File: src/hsg_pkg.sv
// Shared types and constants for the handheld sound generator.
// Used by hsg_core, the top level and the port checker; no dependencies.
`timescale 1ns / 1ps

package hsg_pkg;

   typedef enum logic [1:0] {
      KIND_REG  = 2'd0,
      KIND_TICK = 2'd1,
      KIND_MEM  = 2'd2,
      KIND_NONE = 2'd3
   } kind_type;

   typedef enum logic [2:0] {
      ST_IDLE  = 3'b001,
      ST_NOISE = 3'b010,
      ST_MIX   = 3'b100
   } state_type;

   localparam logic [1:0] CSR_MUTE  = 2'd0;
   localparam logic [1:0] CSR_SWAP  = 2'd1;
   localparam logic [1:0] CSR_DECR  = 2'd2;
   localparam logic [3:0] MUTE_RESET = 4'hf;
   localparam logic [15:0] DECR_RESET = 16'd1041;

   localparam logic [12:0] TONE_LO  = 13'h10;
   localparam logic [12:0] TONE_HI  = 13'h17;
   localparam logic [12:0] DMA_LO   = 13'h18;
   localparam logic [12:0] DMA_HI   = 13'h1c;
   localparam logic [12:0] NOISE_LO = 13'h28;
   localparam logic [12:0] NOISE_HI = 13'h2a;

   localparam logic [16:0] PHASE_ONE = 17'h1000;

   // sequencer controls to the datapath
   typedef struct packed {
      logic reg_wr;
      logic tick;
      logic shift;
      logic mix;
   } ctl_type;

   // first member lands in the top bits, so left sits in [7:0]
   typedef struct packed {
      logic [5:0] noise;
      logic [5:0] sample;
      logic [5:0] tone1;
      logic [5:0] tone0;
      logic [7:0] right;
      logic [7:0] left;
   } result_type;

   function automatic logic [10:0] tone_thr(input logic [1:0] wave, input logic [10:0] sz);
      logic [15:0] prod;
      begin
         prod = 16'd0;
         case (wave)
            2'd0: prod = 16'(sz) * 16'd28;
            2'd1: prod = 16'(sz) * 16'd24;
            2'd2: prod = {sz, 5'd0} >> 1;
            default: prod = {sz, 5'd0} >> 2;
         endcase
         tone_thr = prod[15:5];
      end
   endfunction

endpackage

File: src/hsg_core.sv
// Sound datapath: tone, noise and DMA state, register decode, tick mixing.
// Depends on hsg_pkg; sample bytes arrive from the sample RAM in the cycle after mem_addr.
`timescale 1ns / 1ps

module hsg_core #(
   parameter int AW = 17
) (
   input  logic                  clock,
   input  logic                  reset,
   input  hsg_pkg::ctl_type      ctl,
   input  logic [12:0]           addr,
   input  logic [7:0]            data,
   input  logic [3:0]            mute_mask,
   input  logic                  swap_stereo,
   input  logic [15:0]           decr_period,
   input  logic [7:0]            rd_data,
   output logic [AW-1:0]         mem_addr,
   output logic                  noise_busy,
   output hsg_pkg::result_type   result
);
   // tone state
   logic [7:0]  b0_ff [2], b0_in [2];
   logic [2:0]  b1_ff [2], b1_in [2];
   logic        p_on_ff [2], p_on_in [2];
   logic [1:0]  p_wave_ff [2], p_wave_in [2];
   logic [3:0]  p_vol_ff [2], p_vol_in [2];
   logic [10:0] p_size_ff [2], p_size_in [2];
   logic        a_on_ff [2], a_on_in [2];
   logic [1:0]  a_wave_ff [2], a_wave_in [2];
   logic [3:0]  a_vol_ff [2], a_vol_in [2];
   logic [10:0] a_pos_ff [2], a_pos_in [2];
   logic [10:0] a_size_ff [2], a_size_in [2];
   logic [8:0]  t_len_ff [2], t_len_in [2];
   // noise state
   logic        n_on_ff, n_on_in, n_play_ff, n_play_in;
   logic        n_left_ff, n_left_in, n_right_ff, n_right_in;
   logic        n_shift_hi_ff, n_shift_hi_in;
   logic [3:0]  n_vol_ff, n_vol_in;
   logic [15:0] n_step_ff, n_step_in;
   logic [16:0] n_phase_ff, n_phase_in;
   logic [8:0]  n_len_ff, n_len_in;
   logic [14:0] lfsr_ff, lfsr_in;
   logic        n_bit_ff, n_bit_in;
   // dma state
   logic [7:0]  d_start_lo_ff, d_start_lo_in, d_start_hi_ff, d_start_hi_in;
   logic [8:0]  d_size_ff, d_size_in;
   logic [3:0]  d_step_ff, d_step_in;
   logic        d_left_ff, d_left_in, d_right_ff, d_right_in, d_on_ff, d_on_in;
   logic [2:0]  d_bank_ff, d_bank_in;
   logic [18:0] d_pos_ff, d_pos_in;
   logic [16:0] decr_cnt_ff, decr_cnt_in;
   // tick partial results held for the mix step
   logic [7:0]  left_ff, left_in, right_ff, right_in;
   logic [5:0]  lv0_ff, lv0_in, lv1_ff, lv1_in, lv3_ff, lv3_in;
   logic        d_act_ff, d_act_in, d_win_ff, d_win_in, d_odd_ff, d_odd_in;
   logic [AW-1:0] mem_addr_ff, mem_addr_in;

   logic [5:0] dma_lvl;

   always_comb begin
      logic        t;
      logic [10:0] psz, thr, pos;
      logic [10:0] raw;
      logic [5:0]  s;
      logic [7:0]  lsum, rsum;
      logic [15:0] ad;
      logic [16:0] full;
      logic        fb;
      for (int j = 0; j < 2; j++) begin
         b0_in[j] = b0_ff[j];       b1_in[j] = b1_ff[j];
         p_on_in[j] = p_on_ff[j];   p_wave_in[j] = p_wave_ff[j];
         p_vol_in[j] = p_vol_ff[j]; p_size_in[j] = p_size_ff[j];
         a_on_in[j] = a_on_ff[j];   a_wave_in[j] = a_wave_ff[j];
         a_vol_in[j] = a_vol_ff[j]; a_pos_in[j] = a_pos_ff[j];
         a_size_in[j] = a_size_ff[j]; t_len_in[j] = t_len_ff[j];
      end
      n_on_in = n_on_ff; n_play_in = n_play_ff; n_left_in = n_left_ff;
      n_right_in = n_right_ff; n_shift_hi_in = n_shift_hi_ff; n_vol_in = n_vol_ff;
      n_step_in = n_step_ff; n_phase_in = n_phase_ff; n_len_in = n_len_ff;
      lfsr_in = lfsr_ff; n_bit_in = n_bit_ff;
      d_start_lo_in = d_start_lo_ff; d_start_hi_in = d_start_hi_ff;
      d_size_in = d_size_ff; d_step_in = d_step_ff; d_left_in = d_left_ff;
      d_right_in = d_right_ff; d_on_in = d_on_ff; d_bank_in = d_bank_ff;
      d_pos_in = d_pos_ff; decr_cnt_in = decr_cnt_ff;
      left_in = left_ff; right_in = right_ff;
      lv0_in = lv0_ff; lv1_in = lv1_ff; lv3_in = lv3_ff;
      d_act_in = d_act_ff; d_win_in = d_win_ff; d_odd_in = d_odd_ff;
      mem_addr_in = mem_addr_ff;
      t = addr[2];
      psz = '0; thr = '0; pos = '0; raw = '0; s = '0;
      lsum = '0; rsum = '0; ad = '0; full = '0; fb = 1'b0;

      if (ctl.reg_wr) begin
         if (addr >= hsg_pkg::TONE_LO && addr <= hsg_pkg::TONE_HI) begin
            case (addr[1:0])
               2'd0, 2'd1: begin
                  if (addr[0]) b1_in[t] = data[2:0];
                  else         b0_in[t] = data;
                  raw = {b1_in[t], b0_in[t]};
                  psz = (raw == 11'd0) ? 11'd0 : 11'((12'(raw) + 12'd1) >> 1);
                  p_size_in[t] = psz;
                  if (t_len_ff[t] != 9'd0 || a_size_ff[t] == 11'd0 || psz == 11'd0) begin
                     a_size_in[t] = psz;
                     if (t_len_ff[t] == 9'd0) a_pos_in[t] = 11'd0;
                  end
               end
               2'd2: begin
                  p_on_in[t] = data[6];
                  p_wave_in[t] = data[5:4];
                  p_vol_in[t] = data[3:0];
                  if (!data[6] || a_size_ff[t] == 11'd0 || p_size_ff[t] == 11'd0) begin
                     a_on_in[t] = data[6];
                     a_wave_in[t] = data[5:4];
                     a_vol_in[t] = data[3:0];
                     a_size_in[t] = p_size_ff[t];
                     if (t_len_ff[t] == 9'd0) a_pos_in[t] = 11'd0;
                  end
               end
               default: begin
                  t_len_in[t] = 9'(data) + 9'd1;
                  a_size_in[t] = p_size_ff[t];
               end
            endcase
         end else if (addr >= hsg_pkg::DMA_LO && addr <= hsg_pkg::DMA_HI) begin
            case (addr[2:0])
               3'd0: d_start_lo_in = data;
               3'd1: d_start_hi_in = data;
               3'd2: d_size_in = (data == 8'd0) ? 9'h100 : 9'(data);
               3'd3: begin
                  d_step_in = 4'd8 >> data[1:0];
                  d_right_in = data[2];
                  d_left_in = data[3];
                  d_bank_in = data[6:4];
               end
               default: begin
                  d_on_in = data[7];
                  if (data[7]) d_pos_in = '0;
               end
            endcase
         end else if (addr >= hsg_pkg::NOISE_LO && addr <= hsg_pkg::NOISE_HI) begin
            case (addr[1:0])
               2'd0: begin
                  n_step_in = 16'h8000 >> data[7:4];
                  n_vol_in = data[3:0];
               end
               2'd1: n_len_in = 9'(data) + 9'd1;
               default: begin
                  n_shift_hi_in = data[0];
                  n_play_in = data[1];
                  n_right_in = data[2];
                  n_left_in = data[3];
                  n_on_in = data[4];
                  lfsr_in = 15'd1;
               end
            endcase
            n_phase_in = '0;
         end
      end

      if (ctl.tick) begin
         lv0_in = '0; lv1_in = '0; lv3_in = '0;
         for (int j = 0; j < 2; j++) begin
            if (a_size_ff[j] != 11'd0) begin
               if (a_on_ff[j] || t_len_ff[j] != 9'd0) begin
                  thr = hsg_pkg::tone_thr(a_wave_ff[j], a_size_ff[j]);
                  s = (a_pos_ff[j] < thr) ? {a_vol_ff[j], 2'b00} : 6'd0;
                  if (!mute_mask[3-j]) s = 6'd0;
                  if (swap_stereo) begin
                     if (j == 0) rsum = rsum + 8'(s);
                     else        lsum = lsum + 8'(s);
                  end else begin
                     lsum = lsum + 8'(s);
                     rsum = rsum + 8'(s);
                  end
                  if (j == 0) lv0_in = s;
                  else        lv1_in = s;
               end
               pos = a_pos_ff[j] + 11'd1;
               a_pos_in[j] = pos;
               if (pos >= a_size_ff[j]) begin
                  a_pos_in[j] = 11'd0;
                  if (p_on_ff[j]) begin
                     a_on_in[j] = 1'b1;
                     a_wave_in[j] = p_wave_ff[j];
                     a_vol_in[j] = p_vol_ff[j];
                     a_size_in[j] = p_size_ff[j];
                     p_on_in[j] = 1'b0;
                  end
               end
            end
         end
         if (n_on_ff && (n_play_ff || n_len_ff != 9'd0)) begin
            s = n_bit_ff ? {n_vol_ff, 2'b00} : 6'd0;
            if (!mute_mask[0]) s = 6'd0;
            if (n_left_ff)  lsum = lsum + 8'(s);
            if (n_right_ff) rsum = rsum + 8'(s);
            if (n_left_ff || n_right_ff) lv3_in = s;
            n_phase_in = n_phase_ff + 17'(n_step_ff);
         end
         left_in = lsum;
         right_in = rsum;
         // fetch address for this tick's nibble
         ad = {d_start_hi_ff, d_start_lo_ff} + 16'(d_pos_ff[18:6]);
         full = {d_bank_ff, ad[13:0]};
         mem_addr_in = full[AW-1:0];
         d_win_in = (ad[15:14] == 2'b10);
         d_odd_in = d_pos_ff[5];
         d_act_in = d_on_ff;
      end

      if (ctl.shift) begin
         n_bit_in = lfsr_ff[0];
         fb = lfsr_ff[1] ^ lfsr_ff[0];
         lfsr_in = {1'b0, lfsr_ff[14:1]} |
                   (n_shift_hi_ff ? (15'(fb) << 14) : (15'(fb) << 6));
         n_phase_in = n_phase_ff - hsg_pkg::PHASE_ONE;
      end

      if (ctl.mix) begin
         if (d_act_ff) begin
            d_pos_in = d_pos_ff + 19'(d_step_ff);
            if (d_pos_in >= {d_size_ff, 10'd0}) d_on_in = 1'b0;
         end
         if (decr_cnt_ff > 17'(decr_period)) begin
            decr_cnt_in = 17'd1;
            for (int j = 0; j < 2; j++) begin
               if (t_len_ff[j] != 9'd0) t_len_in[j] = t_len_ff[j] - 9'd1;
            end
            if (n_len_ff != 9'd0) n_len_in = n_len_ff - 9'd1;
         end else begin
            decr_cnt_in = decr_cnt_ff + 17'd1;
         end
      end
   end

   always_ff @(posedge clock) begin
      if (reset) begin
         for (int j = 0; j < 2; j++) begin
            b0_ff[j] <= '0; b1_ff[j] <= '0;
            p_on_ff[j] <= 1'b0; p_wave_ff[j] <= '0; p_vol_ff[j] <= '0; p_size_ff[j] <= '0;
            a_on_ff[j] <= 1'b0; a_wave_ff[j] <= '0; a_vol_ff[j] <= '0;
            a_pos_ff[j] <= '0; a_size_ff[j] <= '0; t_len_ff[j] <= '0;
         end
         n_on_ff <= 1'b0; n_play_ff <= 1'b0; n_left_ff <= 1'b0; n_right_ff <= 1'b0;
         n_shift_hi_ff <= 1'b0; n_vol_ff <= '0; n_step_ff <= '0; n_phase_ff <= '0;
         n_len_ff <= '0; lfsr_ff <= '0; n_bit_ff <= 1'b0;
         d_start_lo_ff <= '0; d_start_hi_ff <= '0; d_size_ff <= '0; d_step_ff <= '0;
         d_left_ff <= 1'b0; d_right_ff <= 1'b0; d_on_ff <= 1'b0; d_bank_ff <= '0;
         d_pos_ff <= '0; decr_cnt_ff <= '0;
         d_act_ff <= 1'b0;
      end else begin
         for (int j = 0; j < 2; j++) begin
            b0_ff[j] <= b0_in[j]; b1_ff[j] <= b1_in[j];
            p_on_ff[j] <= p_on_in[j]; p_wave_ff[j] <= p_wave_in[j];
            p_vol_ff[j] <= p_vol_in[j]; p_size_ff[j] <= p_size_in[j];
            a_on_ff[j] <= a_on_in[j]; a_wave_ff[j] <= a_wave_in[j]; a_vol_ff[j] <= a_vol_in[j];
            a_pos_ff[j] <= a_pos_in[j]; a_size_ff[j] <= a_size_in[j]; t_len_ff[j] <= t_len_in[j];
         end
         n_on_ff <= n_on_in; n_play_ff <= n_play_in; n_left_ff <= n_left_in;
         n_right_ff <= n_right_in; n_shift_hi_ff <= n_shift_hi_in; n_vol_ff <= n_vol_in;
         n_step_ff <= n_step_in; n_phase_ff <= n_phase_in; n_len_ff <= n_len_in;
         lfsr_ff <= lfsr_in; n_bit_ff <= n_bit_in;
         d_start_lo_ff <= d_start_lo_in; d_start_hi_ff <= d_start_hi_in;
         d_size_ff <= d_size_in; d_step_ff <= d_step_in; d_left_ff <= d_left_in;
         d_right_ff <= d_right_in; d_on_ff <= d_on_in; d_bank_ff <= d_bank_in;
         d_pos_ff <= d_pos_in; decr_cnt_ff <= decr_cnt_in;
         d_act_ff <= d_act_in;
      end
   end

   // payload holding registers
   always_ff @(posedge clock) begin
      left_ff <= left_in; right_ff <= right_in;
      lv0_ff <= lv0_in; lv1_ff <= lv1_in; lv3_ff <= lv3_in;
      d_win_ff <= d_win_in; d_odd_ff <= d_odd_in;
      mem_addr_ff <= mem_addr_in;
   end

   always_comb begin
      logic [3:0] nib;
      nib = !d_win_ff ? 4'd0 : (d_odd_ff ? rd_data[3:0] : rd_data[7:4]);
      dma_lvl = mute_mask[1] ? {nib, 2'b00} : 6'd0;
      result.left = left_ff + ((d_act_ff && d_left_ff) ? 8'(dma_lvl) : 8'd0);
      result.right = right_ff + ((d_act_ff && d_right_ff) ? 8'(dma_lvl) : 8'd0);
      result.tone0 = lv0_ff;
      result.tone1 = lv1_ff;
      result.sample = (d_act_ff && (d_left_ff || d_right_ff)) ? dma_lvl : 6'd0;
      result.noise = lv3_ff;
   end

   assign mem_addr = mem_addr_ff;
   assign noise_busy = (n_phase_ff >= hsg_pkg::PHASE_ONE);
endmodule

File: config.mk
export PLATFORM = sky130hd
export DESIGN_NAME = hsg_core
export DESIGN_NICKNAME = d
export VERILOG_FILES = /design/src/hsg_pkg.sv /design/src/hsg_core.sv
export SDC_FILE = /design/constraint.sdc
export NUM_CORES = 1
export LEC_CHECK = 0
export ABC_AREA = 1
export ABC_CLOCK_PERIOD_IN_PS = 10000
export BUFFER_PORTS_ARGS = -buffer_cell sky130_fd_sc_hd__buf_4
export CAP_MARGIN = 40
export CORE_MARGIN = 4
export CORE_UTILIZATION = 25
export DETAILED_ROUTE_END_ITERATION = 6
export PLACE_DENSITY = 0.43
export SETUP_SLACK_MARGIN = 0.1
export SYNTH_ARGS = -nofsm -noshare
export SYNTH_HDL_FRONTEND = slang
export SYNTH_SLANG_ARGS = --single-unit
File: constraint.sdc
create_clock -name clock -period 10 [get_ports clock]
set_input_delay 0 -clock clock [delete_from_list [all_inputs] [get_ports clock]]
set_output_delay 0 -clock clock [all_outputs]
set_load 0.1 [all_outputs]
==> summary.txt <==
Final HPWL DP = 54,620 um
CP Class = flip-flop to flip-flop
final WL = 73,270 um
sequential area share after synthesis = 0.3003
Slew @ Worst Pin = 0.8288 ns
CP Max Fanout = 10
I/O Buffers = 101
Peak Freq = 154.4 MHz
layout cells sized above 1 = 0.06944
detailed-route DRC error count = 0
Post-synth EDFFs = 43
Post-synth ARST share = 0
Placer Congestion = 0.8399
# fillers = 9,744
cell area after synthesis = 0.02250 sq mm
VDD IR-drop max = 0.1329 mV
fin. max-slew vios = 0
first-pass GRT wire length = 115,800 um
clk slew on worst S/H paths = 0.07 ns
All-Layer GR Usage = 0.1509
Starting DRT DRC Count = 1,296
post_cts resized = 0
Switching Share = 0.2820
Tcrit/Tclk final = 0.6478
Synth Flop Type = dfxtp_1
GRT overflow = 0
non-filler cells, final = 4,478
status = complete, no violations
worst-skew pair later-pin latency = 0.60 ns
WL per Instance = 16.36 um
Top-Level Pins = 114
post-route setup slack = 3.522 ns
Startpoint Class = flip-flop
cell taking the most area after synthesis = dfxtp_1
top cells by area, synth = dfxtp_1, ha_1, nand2_1, a21oi_1, o21ai_0
# rows = 109
Hold Path Depth = 6
Reg2Reg Depth = 32
Hold Crit Class = input port to flip-flop
antenna violations before repair = 1
clock skew = 0.04604 ns
CTS tree = built
Max Cap Viol = 0
final hold slack = 0.06465 ns
Critical Path RT = 10.30 ns
FF-to-FF Start = a_size_ff[1][4]$_SDFF_PP0_
Final TNS setup = 0 ns
Crit-path slowest cell = dfxtp_1
fin nets = 3,558
Power Internal = 2.295 mW
Initial Util = 0.2534
antenna-violating nets left = 0
crit path time final = 6.478 ns
# placed instances = 4,381
Area after DPL = 0.02438 sq mm
TritonRoute pass-1 iters = 6
TritonCTS Buffers = 42
number of global-route vias before repair = 20,570
final count of negative-setup-slack endpoints = 0
footprint of the multi-input gates = 0.01376 sq mm
HP Start = addr[4]
Root Driver = clkbuf_16
combinational share of power = 0.103
Yosys reg bits = 316
total leakage power = 11.64 nW
switching power of the nets = 0.9013 mW
pin count of the biggest net entering global routing = 71
Reg power frac = 0.412
CTS Buffer Depth = 3
post-route cell area = 0.02600 sq mm
Area Growth Syn to Fin = 15.57%
crit path capture type = flip-flop
FF-to-FF setup slack = 3.52 ns
Fin. Hold Viols = 0
Setup WS pre-CTS = 3.515 ns
syn avg cell area = 7.003 sq um
CP peak stage delay = 0.62 ns
CP arrival = 6.78 ns
via count = 21,240
Die Ht = 308.0 um
most common library cells after synthesis = nand2_1, inv_1, a21oi_1
Post-Synthesis Cells = 3,213
most used cell, CP = nand2_1
Clock Sinks = 316
Yosys top cell area share = 0.2429
RSZ-0062 raised after global routing = false
power density over the cells = 122.9 mW/mm^2
drt via density = 4.743
die width = 308.0 um
Register Area = 0.006756 sq mm
htree depth = 2
die area = 0.09486 sq mm
leading cell type by number of instances after synthesis = nand2_1
Slew HR = 0.4455
Clock Power Share = 0.486
Ys Warns = 0
FF-to-FF End = right_ff[5]$_DFFE_PP_
worst hold endpoint = d_on_ff$_SDFF_PP0_
core outline area = 0.08878 sq mm
Synth cell types = 56
[cells by family after synthesis]
kind of cell,Yosys count,synth area share
compound gates,868,0.2163
xor+xnor,94,0.03659
fa+ha+maj,223,0.1350
buf+inv,520,0.09115
flops,316,0.3003
mux,1,0.0005005
other cells,1,0.0001667
simple gates,1190,0.2199
[power groups by stage]
stage,registers (mW),logic (mW),clock network (mW)
3_3_place_gp,1.34,0.323,0
6_report,1.32,0.328,1.55
5_1_grt,1.32,0.358,1.65
3_5_place_dp,1.34,0.324,0
2_1_floorplan,1.38,0.188,0
4_1_cts,1.32,0.330,1.60
[routing by layer]
layer | GRT usage | wire [um] | vias to the layer above
met5 | 0 | 0 | -
met1 | 0.2118 | 36240 | 9885
met3 | 0.01895 | 2534 | 83
met2 | 0.2480 | 33100 | 295
met4 | 0.03292 | 1401 | 0
li1 | - | - | 10970
[per-stage QoR]
step / utilization / power (mW)
CTS: 0.2928 / 3.245
detailed placement: 0.2746 / 1.667
floorplan: - / 1.564
global placement: 0.2740 / 1.666
global route: 0.2929 / 3.322
finish: 0.2929 / 3.196
[sequential cells by signal, indices dropped and copies added (netlist names), 17 cells and up]
signal,flops
a_pos_ff,22
a_size_ff,22
d_pos_ff,19
decr_cnt_ff,17
mem_addr,17
n_phase_ff,17
p_size_ff,22
t_len_ff,18
[cell type report]
| cell class | instances | area share |
|---|---|---|
| clock buffers | 64 | 0.04898 |
| diodes | 1 | 0.00009624 |
| well taps | 1165 | 0.05606 |
| flip-flops and latches | 316 | 0.2598 |
| clock inverters | 13 | 0.006063 |
| repair buffers | 143 | 0.04379 |
| inverters | 388 | 0.05611 |
| multi-input cells | 2388 | 0.5291 |
[worst max-delay path: cells and delay by family (launching register included)]
kind                     cells  cell delay [ns]
adder cells (fa/ha/maj)      6             2.05
AO/OA/AOI/OAI                8             1.53
AND/OR/NAND/NOR             14             1.45
flip-flops                   1             0.62
XOR/XNOR                     3             0.45
buffers and inverters        1             0.06
[worst max-delay path by stage]
stage | from | to
after global routing | a_size_ff[0][4]$_SDFF_PP0_ | left_ff[6]$_DFFE_PP_
final | a_size_ff[1][4]$_SDFF_PP0_ | right_ff[5]$_DFFE_PP_
after floorplan | a_size_ff[1][5]$_SDFF_PP0_ | right_ff[5]$_DFFE_PP_
after global placement | a_size_ff[0][3]$_SDFF_PP0_ | left_ff[5]$_DFFE_PP_
after CTS | a_size_ff[0][4]$_SDFF_PP0_ | left_ff[5]$_DFFE_PP_
after detailed placement | a_size_ff[0][4]$_SDFF_PP0_ | left_ff[5]$_DFFE_PP_
[what timing repair did]
action | 4_1_cts | 5_1_grt
setup buffers | 0 | 0
hold endpoints to repair | 127 | 0
hold buffers | 19 | 0
[placed cells by master, fill, tap and decap left out, types with 5 or more instances in the layout]
| master | n |
|---|---|
| nand2_1 | 624 |
| nand3_1 | 130 |
| a21o_1 | 6 |
| o41ai_1 | 9 |
| o211a_1 | 10 |
| clkbuf_8 | 14 |
| a211oi_1 | 49 |
| clkinv_2 | 7 |
| o21ai_1 | 5 |
| clkbuf_16 | 42 |
| nor3_1 | 43 |
| xor2_1 | 72 |
| edfxtp_1 | 43 |
| o21a_1 | 8 |
| nor2_1 | 293 |
| conb_1 | 12 |
| inv_1 | 376 |
| nand2_2 | 5 |
| fa_1 | 33 |
| clkinv_1 | 7 |
| dfxtp_1 | 273 |
| nand4_1 | 39 |
| dlygate4sd3_1 | 19 |
| a21oi_1 | 355 |
| clkbuf_1 | 8 |
| o21bai_1 | 5 |
| o221ai_1 | 12 |
| xnor2_1 | 22 |
| buf_4 | 122 |
| a221oi_1 | 7 |
| nand3b_1 | 6 |
| ha_1 | 190 |
| o21ai_0 | 313 |
| o211ai_1 | 31 |
| a31oi_1 | 29 |
| or2_2 | 13 |
| o22ai_1 | 10 |
| nor4_1 | 20 |
| nor2_2 | 6 |
Power figures use the tool's default switching activity.
